==> config.mk <==
export PLATFORM = sky130hd
export DESIGN_NAME = weighted_inversion_sum_with_swaps
export DESIGN_NICKNAME = d
export VERILOG_FILES = /design/src/wisc_pkg.sv /design/src/wisc_cell.sv /design/src/wisc_accum.sv /design/src/weighted_inversion_sum_with_swaps.sv
export SDC_FILE = /design/constraint.sdc
export NUM_CORES = 2
export LEC_CHECK = 0
export ABC_AREA = 0
export BUFFER_PORTS_ARGS = -buffer_cell sky130_fd_sc_hd__buf_2
export CORE_MARGIN = 3
export CORE_UTILIZATION = 63
export DETAILED_ROUTE_END_ITERATION = 12
export HOLD_SLACK_MARGIN = 0.12
export PLACE_DENSITY_LB_ADDON = 0.3
export SETUP_SLACK_MARGIN = 0.4
export SLEW_MARGIN = 20
export SYNTH_ARGS = -nofsm -noshare
export SYNTH_HDL_FRONTEND = slang
export SYNTH_HIERARCHICAL = 1
export SYNTH_SLANG_ARGS = --single-unit
==> constraint.sdc <==
create_clock -name clk -period 56 [get_ports clk]
set_input_delay 2.8 -clock clk [delete_from_list [all_inputs] [get_ports clk]]
set_output_delay 2.8 -clock clk [all_outputs]
set_load 0.005 [all_outputs]
==> src/wisc_pkg.sv <==
// Shared types, constants and modular helpers for the weighted inversion sum block.
// No dependencies; every other file imports this package.

package wisc_pkg;

    localparam int KEY_W    = 7;
    localparam int WEIGHT_W = 30;
    // Wide enough for a position or an item count at the largest supported row length.
    localparam int IDX_W    = 13;

    typedef logic [KEY_W-1:0]    key_t;
    typedef logic [WEIGHT_W-1:0] weight_t;
    typedef logic [IDX_W-1:0]    idx_t;

    localparam weight_t MODULUS = 30'd1000000007;

    // Register index of the one configuration register.
    localparam logic REG_LENGTH_IN_USE = 1'b0;

    typedef struct packed {
        key_t    key;
        weight_t weight;
    } item_t;

    // Operation context handed from the sequencer to the accumulator.
    typedef struct packed {
        logic  is_load;
        idx_t  p;
        idx_t  r;
        idx_t  count;
        item_t a;
        item_t b;
    } ctx_t;

    typedef enum logic [3:0] {
        ST_IDLE,
        ST_SCAN,
        ST_PREP,
        ST_APPLY,
        ST_DRAIN,
        ST_FOLD,
        ST_SUB,
        ST_ADD,
        ST_POST
    } state_t;

    function automatic weight_t mod_add(weight_t a, weight_t b);
        logic [WEIGHT_W:0] s;
        s = {1'b0, a} + {1'b0, b};
        if (s >= {1'b0, MODULUS})
        begin
            s = s - {1'b0, MODULUS};
        end
        return s[WEIGHT_W-1:0];
    endfunction

    function automatic weight_t mod_sub(weight_t a, weight_t b);
        weight_t d;
        if (a >= b)
        begin
            d = a - b;
        end
        else
        begin
            d = a + (MODULUS - b);
        end
        return d;
    endfunction

endpackage

==> src/wisc_cell.sv <==
// One storage cell of the rotating item ring: holds one key and weight.
// Depends on wisc_pkg.

module wisc_cell
    import wisc_pkg::*;
(
    input  logic  clk,
    input  logic  shift_en,
    input  item_t item_in,
    output item_t item_out
);

    item_t item_reg;

    // Take the neighbor's item on every shift; hold otherwise.
    always_ff @(posedge clk)
    begin
        if (shift_en)
        begin
            item_reg <= item_in;
        end
    end

    assign item_out = item_reg;

endmodule

==> src/wisc_accum.sv <==
// Pair-term unit and accumulators: one ring entry per cycle while step_en is high, against the two swap slots.
// Depends on wisc_pkg.

module wisc_accum
    import wisc_pkg::*;
(
    input  logic    clk,
    input  logic    rst_n,
    input  logic    clear,
    input  logic    step_en,
    input  idx_t    q,
    input  item_t   head,
    input  ctx_t    ctx,
    output weight_t sum_old,
    output weight_t sum_new
);

    weight_t t_op_reg, t_or_reg, t_np_reg, t_nr_reg;
    weight_t t_op_next, t_or_next, t_np_next, t_nr_next;
    weight_t acc_op_reg, acc_or_reg, acc_np_reg, acc_nr_reg;
    weight_t sum_old_reg, sum_new_reg;
    weight_t pre_old, pre_new, pair_sum;
    logic    en, swap_en;

    // Term of the pair formed by entry q and the item sitting at slot x.
    function automatic weight_t pair_w(idx_t qi, idx_t x, item_t hq, item_t hx);
        logic inv;
        inv = (qi < x) ? (hq.key > hx.key) : (hx.key > hq.key);
        return inv ? mod_add(hq.weight, hx.weight) : '0;
    endfunction

    always_comb
    begin
        en        = step_en && (q < ctx.count) && (q != ctx.p) && (q != ctx.r);
        swap_en   = en && !ctx.is_load;
        t_op_next = swap_en ? pair_w(q, ctx.p, head, ctx.a) : '0;
        t_or_next = swap_en ? pair_w(q, ctx.r, head, ctx.b) : '0;
        t_np_next = en      ? pair_w(q, ctx.p, head, ctx.b) : '0;
        t_nr_next = swap_en ? pair_w(q, ctx.r, head, ctx.a) : '0;
        pair_sum  = mod_add(ctx.a.weight, ctx.b.weight);
        pre_old   = (!ctx.is_load && (ctx.a.key > ctx.b.key)) ? pair_sum : '0;
        pre_new   = (!ctx.is_load && (ctx.b.key > ctx.a.key)) ? pair_sum : '0;
    end

    always_ff @(posedge clk or negedge rst_n)
    begin
        if (!rst_n)
        begin
            t_op_reg    <= '0;
            t_or_reg    <= '0;
            t_np_reg    <= '0;
            t_nr_reg    <= '0;
            acc_op_reg  <= '0;
            acc_or_reg  <= '0;
            acc_np_reg  <= '0;
            acc_nr_reg  <= '0;
            sum_old_reg <= '0;
            sum_new_reg <= '0;
        end
        else
        begin
            if (clear)
            begin
                // Seed with the term of the swapped pair itself.
                t_op_reg   <= '0;
                t_or_reg   <= '0;
                t_np_reg   <= '0;
                t_nr_reg   <= '0;
                acc_op_reg <= pre_old;
                acc_or_reg <= '0;
                acc_np_reg <= pre_new;
                acc_nr_reg <= '0;
            end
            else
            begin
                t_op_reg   <= t_op_next;
                t_or_reg   <= t_or_next;
                t_np_reg   <= t_np_next;
                t_nr_reg   <= t_nr_next;
                acc_op_reg <= mod_add(acc_op_reg, t_op_reg);
                acc_or_reg <= mod_add(acc_or_reg, t_or_reg);
                acc_np_reg <= mod_add(acc_np_reg, t_np_reg);
                acc_nr_reg <= mod_add(acc_nr_reg, t_nr_reg);
            end
            sum_old_reg <= mod_add(acc_op_reg, acc_or_reg);
            sum_new_reg <= mod_add(acc_np_reg, acc_nr_reg);
        end
    end

    assign sum_old = sum_old_reg;
    assign sum_new = sum_new_reg;

endmodule

==> src/weighted_inversion_sum_with_swaps.sv <==
// Top level of the weighted inversion sum block: ring of item cells, sequencer, total.
// Depends on wisc_pkg, wisc_cell and wisc_accum.
//
//  channel  | direction | beat contents
//  ---------+-----------+--------------------------------------------------------------
//  s_axis   | in        | tuser: kind; tdata: key, weight, first_pos, second_pos
//  m_axis   | out       | tdata: total (one beat per swap, none per load)
//  apb      | in        | one register, length_in_use, at byte address 0
//
// A swap passes ST_SCAN, ST_PREP, ST_APPLY, ST_DRAIN, ST_FOLD, ST_SUB, ST_ADD and ST_POST
// before the next beat is taken; a load skips ST_SCAN and ST_POST; a swap with a bad or
// equal position goes from accept straight to ST_POST. The item ring rotates one position
// per cycle in ST_SCAN and ST_APPLY: one full turn to fetch the two swap entries and one
// more turn to sum the pair terms and write the exchanged items back.
// Reset clears the count, the total and the control; the ring itself holds no reset.
// Input is taken only in idle; a stalled result holds in the output register and
// blocks the end of the following swap only.

module weighted_inversion_sum_with_swaps
    import wisc_pkg::*;
#(
    parameter int MAX_ITEMS = 64
)
(
    input  logic        clk,
    input  logic        rst_n,
    // apb configuration
    input  logic        psel,
    input  logic        penable,
    input  logic        pwrite,
    input  logic [2:0]  paddr,
    input  logic [31:0] pwdata,
    output logic [31:0] prdata,
    output logic        pready,
    // input items
    input  logic        s_axis_tvalid,
    output logic        s_axis_tready,
    input  logic        s_axis_tuser,   // [0] kind
    input  logic [55:0] s_axis_tdata,   // [6:0] key, [36:7] weight, [43:37] first_pos,
                                        // [50:44] second_pos, [55:51] zero
    // results
    output logic        m_axis_tvalid,
    input  logic        m_axis_tready,
    output logic [31:0] m_axis_tdata    // [29:0] total, [31:30] zero
);

    localparam int IW = $clog2(MAX_ITEMS);
    localparam int CW = $clog2(MAX_ITEMS + 1);
    localparam int PW = (CW > KEY_W) ? CW : KEY_W;
    localparam logic [IW-1:0] LAST_STEP = IW'(MAX_ITEMS - 1);
    localparam logic [CW-1:0] FULL_COUNT = CW'(MAX_ITEMS);

    state_t         state_reg, state_next;
    logic [IW-1:0]  step_reg;
    logic [CW-1:0]  loaded_reg;
    logic [6:0]     len_reg;
    weight_t        total_reg;
    logic [IW-1:0]  p_reg, r_reg;
    item_t          a_reg, b_reg;
    logic           is_load_reg;
    logic           out_valid_reg;
    weight_t        out_total_reg;

    // sequencer strobes
    logic in_ready, accept, shift_en, acc_clear, step_en, step_last, out_load;

    // input beat fields
    logic          in_kind;
    key_t          in_key;
    weight_t       in_weight, in_weight_red;
    logic [6:0]    in_first, in_second, lo_pos, hi_pos;
    logic          full, swap_ok;

    // ring
    item_t cell_q [MAX_ITEMS];
    item_t tail_in;
    ctx_t  ctx;
    weight_t sum_old, sum_new;

    logic cfg_write;

    // ---------------- configuration port ----------------
    assign pready    = 1'b1;
    assign cfg_write = psel && penable && pwrite && pready && (paddr[2] == REG_LENGTH_IN_USE);
    assign prdata    = (paddr[2] == REG_LENGTH_IN_USE) ? {25'd0, len_reg} : 32'd0;

    always_ff @(posedge clk or negedge rst_n)
    begin
        if (!rst_n)
        begin
            len_reg <= 7'd64;
        end
        else if (cfg_write)
        begin
            len_reg <= pwdata[6:0];
        end
    end

    // ---------------- input decode ----------------
    assign in_kind   = s_axis_tuser;
    assign in_key    = s_axis_tdata[6:0];
    assign in_weight = s_axis_tdata[36:7];
    assign in_first  = s_axis_tdata[43:37];
    assign in_second = s_axis_tdata[50:44];

    // A 30-bit weight is below twice the modulus: one conditional subtract reduces it.
    assign in_weight_red = (in_weight >= MODULUS) ? (in_weight - MODULUS) : in_weight;

    // Drop loads past the smaller of the configured length and the ring size.
    assign full = (PW'(loaded_reg) >= PW'(len_reg)) || (loaded_reg >= FULL_COUNT);

    assign swap_ok = (in_first != 7'd0) && (in_second != 7'd0)
                   && (PW'(in_first) <= PW'(loaded_reg))
                   && (PW'(in_second) <= PW'(loaded_reg))
                   && (in_first != in_second);

    assign lo_pos = (in_first < in_second) ? in_first : in_second;
    assign hi_pos = (in_first < in_second) ? in_second : in_first;

    // ---------------- sequencer ----------------
    assign step_last = (step_reg == LAST_STEP);

    always_ff @(posedge clk or negedge rst_n)
    begin
        if (!rst_n)
        begin
            state_reg <= ST_IDLE;
        end
        else
        begin
            state_reg <= state_next;
        end
    end

    always_comb
    begin
        state_next = state_reg;
        in_ready   = 1'b0;
        shift_en   = 1'b0;
        acc_clear  = 1'b0;
        step_en    = 1'b0;
        out_load   = 1'b0;
        case (state_reg)
            ST_IDLE:
            begin
                in_ready = 1'b1;
                if (s_axis_tvalid)
                begin
                    if (in_kind)
                    begin
                        state_next = swap_ok ? ST_SCAN : ST_POST;
                    end
                    else
                    begin
                        state_next = full ? ST_IDLE : ST_PREP;
                    end
                end
            end
            ST_SCAN:
            begin
                // First turn: pick up both swap entries as they pass the head.
                shift_en = 1'b1;
                if (step_last)
                begin
                    state_next = ST_PREP;
                end
            end
            ST_PREP:
            begin
                acc_clear  = 1'b1;
                state_next = ST_APPLY;
            end
            ST_APPLY:
            begin
                // Second turn: sum pair terms and write exchanged items back.
                shift_en = 1'b1;
                step_en  = 1'b1;
                if (step_last)
                begin
                    state_next = ST_DRAIN;
                end
            end
            ST_DRAIN:
            begin
                state_next = ST_FOLD;
            end
            ST_FOLD:
            begin
                state_next = ST_SUB;
            end
            ST_SUB:
            begin
                state_next = ST_ADD;
            end
            ST_ADD:
            begin
                state_next = is_load_reg ? ST_IDLE : ST_POST;
            end
            ST_POST:
            begin
                // Hold until the output register is free.
                if (!out_valid_reg || m_axis_tready)
                begin
                    out_load   = 1'b1;
                    state_next = ST_IDLE;
                end
            end
            default:
            begin
                state_next = ST_IDLE;
            end
        endcase
    end

    assign s_axis_tready = in_ready;
    assign accept        = s_axis_tvalid && in_ready;

    // ---------------- control registers ----------------
    always_ff @(posedge clk or negedge rst_n)
    begin
        if (!rst_n)
        begin
            step_reg      <= '0;
            loaded_reg    <= '0;
            total_reg     <= '0;
            is_load_reg   <= 1'b0;
            out_valid_reg <= 1'b0;
        end
        else
        begin
            if (shift_en)
            begin
                step_reg <= step_last ? '0 : step_reg + 1'b1;
            end
            if (accept)
            begin
                is_load_reg <= !in_kind;
            end
            if (state_reg == ST_SUB)
            begin
                total_reg <= mod_sub(total_reg, sum_old);
            end
            if (state_reg == ST_ADD)
            begin
                total_reg <= mod_add(total_reg, sum_new);
                if (is_load_reg)
                begin
                    loaded_reg <= loaded_reg + 1'b1;
                end
            end
            if (out_load)
            begin
                out_valid_reg <= 1'b1;
            end
            else if (m_axis_tready)
            begin
                out_valid_reg <= 1'b0;
            end
        end
    end

    // ---------------- operation context ----------------
    always_ff @(posedge clk)
    begin
        if (accept)
        begin
            if (!in_kind)
            begin
                a_reg <= '{key: in_key, weight: in_weight_red};
                b_reg <= '{key: in_key, weight: in_weight_red};
                p_reg <= IW'(loaded_reg);
                r_reg <= IW'(loaded_reg);
            end
            else
            begin
                p_reg <= IW'(lo_pos - 7'd1);
                r_reg <= IW'(hi_pos - 7'd1);
            end
        end
        if (state_reg == ST_SCAN)
        begin
            if (step_reg == p_reg)
            begin
                a_reg <= cell_q[0];
            end
            if (step_reg == r_reg)
            begin
                b_reg <= cell_q[0];
            end
        end
        if (out_load)
        begin
            out_total_reg <= total_reg;
        end
    end

    // ---------------- item ring ----------------
    // The head entry wraps to the tail; on the second turn the swap slots (or the
    // append slot) take their new item instead.
    always_comb
    begin
        tail_in = cell_q[0];
        if (state_reg == ST_APPLY)
        begin
            if (step_reg == p_reg)
            begin
                tail_in = b_reg;
            end
            else if ((step_reg == r_reg) && !is_load_reg)
            begin
                tail_in = a_reg;
            end
        end
    end

    for (genvar i = 0; i < MAX_ITEMS; i++)
    begin : g_ring
        if (i == MAX_ITEMS - 1)
        begin : g_tail
            wisc_cell u_cell (
                .clk      (clk),
                .shift_en (shift_en),
                .item_in  (tail_in),
                .item_out (cell_q[i])
            );
        end
        else
        begin : g_body
            wisc_cell u_cell (
                .clk      (clk),
                .shift_en (shift_en),
                .item_in  (cell_q[i+1]),
                .item_out (cell_q[i])
            );
        end
    end

    // ---------------- pair terms ----------------
    assign ctx = '{
        is_load: is_load_reg,
        p:       IDX_W'(p_reg),
        r:       IDX_W'(r_reg),
        count:   IDX_W'(loaded_reg),
        a:       a_reg,
        b:       b_reg
    };

    wisc_accum u_accum (
        .clk     (clk),
        .rst_n   (rst_n),
        .clear   (acc_clear),
        .step_en (step_en),
        .q       (IDX_W'(step_reg)),
        .head    (cell_q[0]),
        .ctx     (ctx),
        .sum_old (sum_old),
        .sum_new (sum_new)
    );

    // ---------------- result beat ----------------
    assign m_axis_tvalid = out_valid_reg;
    assign m_axis_tdata  = {2'b00, out_total_reg};

endmodule

==> flow_metrics.env <==
export IMPL_met2_usage_pct=49.7
export IMPL_vias_per_cell=6.47
export IMPL_path_class="in2reg"
export IMPL_place_congestion=0.954
export IMPL_ys_types=136
export IMPL_clkTransAtPathRegs_ps=70
export IMPL_crit_start="s_axis_tdata[14]"
export IMPL_synthAdderAreaFrac_pct=5.30
export IMPL_synth_edf_count=2410
export IMPL_critPathMaxFanout=25
export IMPL_synthMuxAreaShare_pct=0.921
export IMPL_rr_startpoint="state_reg[3]"
export IMPL_grt_pass1_wl_um=473000
export IMPL_cts_setup_buffers=0
export IMPL_fin_nets=9605
export IMPL_synthMostInstantiatedCell="edfxtp_1"
export IMPL_synth_compound_area_share_pct=11.6
export IMPL_syn_area_um2=122000
export IMPL_use_met1_pct=43.0
export IMPL_grt_pass1_vias=75000
export IMPL_synth_area_top_cells="edfxtp_1 59%, dfrtp_1 7.3%, ha_1 4.9%, xnor2_1 2.1%, a21oi_1 2.0%"
export IMPL_tightest_slew_ps=1190
export IMPL_die_area_um2=199000
export IMPL_dp_hpwl_um=192000
export IMPL_first_iter_violations=9331
export IMPL_ys_seq_area_share_pct=67.7
export IMPL_min_period_over_period_pct=12.2
export IMPL_max_cap_viol_count=0
export IMPL_rr_endpoint="g_ring[36].g_body.u_cell/item_out[14]"
export IMPL_max_freq_mhz=146
export IMPL_synth_top_family_by_area="compound AO/OA/AOI/OAI gates"
export IMPL_final_design_area_no_fill_um2=135000
export IMPL_wl_per_cell_um=26.7
export IMPL_portBuffers=105
export IMPL_insertion_delay_ps=940
export IMPL_syn_inst=8795
export IMPL_finalSetupTns_ps=0
export IMPL_r2r_cells=8
export IMPL_synth_main_ff_cell="edfxtp_1"
export IMPL_largest_reg_flops=2331
export IMPL_syn_mean_instance_area_um2=13.9
export IMPL_worstHoldStart="g_ring[12].g_body.u_cell/item_out[10]"
export IMPL_synth_common_cells="2410 x edfxtp_1, 577 x nand2_1, 528 x nor2_1, 479 x a21oi_1, 474 x ha_1"
export IMPL_cts_tree="yes"
export IMPL_r2r_slack_ps=49290
export IMPL_ctsResizeCount=0
export IMPL_clockRootBuffer="clkbuf_16"
export IMPL_remaining_drc_errors=0
export IMPL_fin_skew_ps=104
export IMPL_grt_overflow_total=0
export IMPL_hold_slack_ps=386
export IMPL_cp_arrival_ps=7660
export IMPL_drive_gt1_share_pct=8.48
export IMPL_postRouteAntennaNets=0
export IMPL_area_growth_pct=10.2
export IMPL_vias=76100
export IMPL_globalRouteTotalUtil_pct=31.6
export IMPL_synthSimpleGateAreaFrac_pct=8.64
export IMPL_slew_violations=0
export IMPL_die_x_um=446
export IMPL_worstSetupEndpointType="register"
export IMPL_antenna_found_initial=25
export IMPL_min_period_ps=6850
export IMPL_utilization_pct=69.9
export IMPL_grt_setup_unrepaired="no"
export IMPL_htreeDepth=5
export IMPL_synthXorXnorAreaFrac_pct=3.64
export IMPL_synth_seq_cells=2840
export IMPL_numCtsBuffers=294
export IMPL_hold_viol_final=0
export IMPL_yosysTopAreaCell="edfxtp_1"
export IMPL_cp_required_ps=56810
export IMPL_hp_class="reg2reg"
export IMPL_yosys_area_top_type_share_pct=59.2
export IMPL_num_rows=161
export IMPL_dieHeight_um=446
export IMPL_coreArea_um2=193000
export IMPL_slew_limit_headroom_pct=20.5
export IMPL_critPathLaunchType="primary input"
export IMPL_placed_area_um2=125000
export IMPL_initial_core_util_pct=63.4
export IMPL_clock_sinks=2840
export IMPL_wirelength_um=315000
export IMPL_ys_warnings_count=6
export IMPL_ios=166
export IMPL_grt_busiest_layer="met2"
export IMPL_async_flop_share_pct=12.5
export IMPL_hold_buffers=0
export IMPL_cts_path_max_buffers=4
export IMPL_cp_endpoint="b_reg[24]"
export IMPL_drt_pass1_iter_count=11
export IMPL_grt_max_degree=205
export IMPL_status="finished clean"
export IMPL_finalSetupViolations=0
export IMPL_met3_usage_pct=5.31
critical path, cell delays in order:
cell,delay [ps]
buf_2,160
nor4_1,720
a31oi_1,200
o21ai_0,450
a21oi_1,160
o21ai_0,720
a21o_1,330
a21oi_2,100
buf_4,270
o21ai_0,640
buf_4,270
o21ai_0,160
nand3_1,160
o21ai_0,140
o21ai_0,360
area by class of cell:
| class | instances | area [um^2] |
|---|---|---|
| clock inverters | 134 | 1370 |
| diodes | 19 | 47.5 |
| repair buffers | 162 | 1060 |
| multi-input cells | 5389 | 37100 |
| inverters | 318 | 1200 |
| well taps | 2526 | 3160 |
| fillers | 12100 | 58000 |
| clock buffers | 371 | 7900 |
| flip-flops and latches | 2840 | 82800 |
per-stage QoR:
step                setup slack [ps]  cells
global route                   48900  11800
global placement               49290  11200
CTS                            49010  11700
detailed placement             49130  11200
floorplan                       5330   8862
finish                         49150  11800
cells in the final DEF, fill, tap and decap left out, drive strengths merged, types with 82 or more instances in the layout:
| cell | netlist | final |
|---|---|---|
| edfxtp | 2410 | 2410 |
| nand2 | 580 | 580 |
| nor2 | 529 | 529 |
| o21ai | 494 | 494 |
| a21oi | 483 | 483 |
| ha | 474 | 474 |
| clkbuf | 216 | 371 |
| dfrtp | 355 | 355 |
| inv | 317 | 329 |
| xnor2 | 294 | 294 |
| xor2 | 207 | 207 |
| a21o | 194 | 194 |
| nand3 | 178 | 178 |
| nor3 | 165 | 165 |
| buf | 99 | 162 |
| o211ai | 93 | 93 |
| nand4 | 92 | 92 |
| mux2i | 91 | 91 |
| clkinv | 1 | 86 |
| o21a | 84 | 84 |
| a211oi | 82 | 82 |
routing by layer:
metal | vias up | wire length (um) | share of wire [%]
li1 | 33700 | - | -
met4 | 10 | 18500 | 5.9
met2 | 3986 | 147000 | 47
met1 | 37400 | 124000 | 39
met5 | - | 60 | 0.019
met3 | 1064 | 24900 | 7.9
worst min-delay path by stage:
stage,endpoint,slack (ps),depth (start not counted)
final,g_ring[11].g_body.u_cell/item_out[10],390,0
after global routing,g_ring[11].g_body.u_cell/item_out[10],380,0
after CTS,g_ring[11].g_body.u_cell/item_out[33],380,0
after detailed placement,g_ring[10].g_body.u_cell/item_out[27],400,0
after global placement,g_ring[37].g_body.u_cell/item_out[8],400,0
after floorplan,g_ring[0].g_body.u_cell/item_out[0],400,0
kinds of logic (layout without fill, tap and decap cells):
kind of cell               Yosys count  in the layout
muxes                              110            110
AOI/OAI and AO/OA                 2084           2084
other                                2             88
xor gates and xnor gates           501            501
buffers and inverters              633            985
and+or+nand+nor                   2124           2124
DFF                               2840           2840
adders and majority gates          501            501
Power is not shown: default switching activity piles up to over one toggle a cycle in this logic, so the estimate is an artifact.
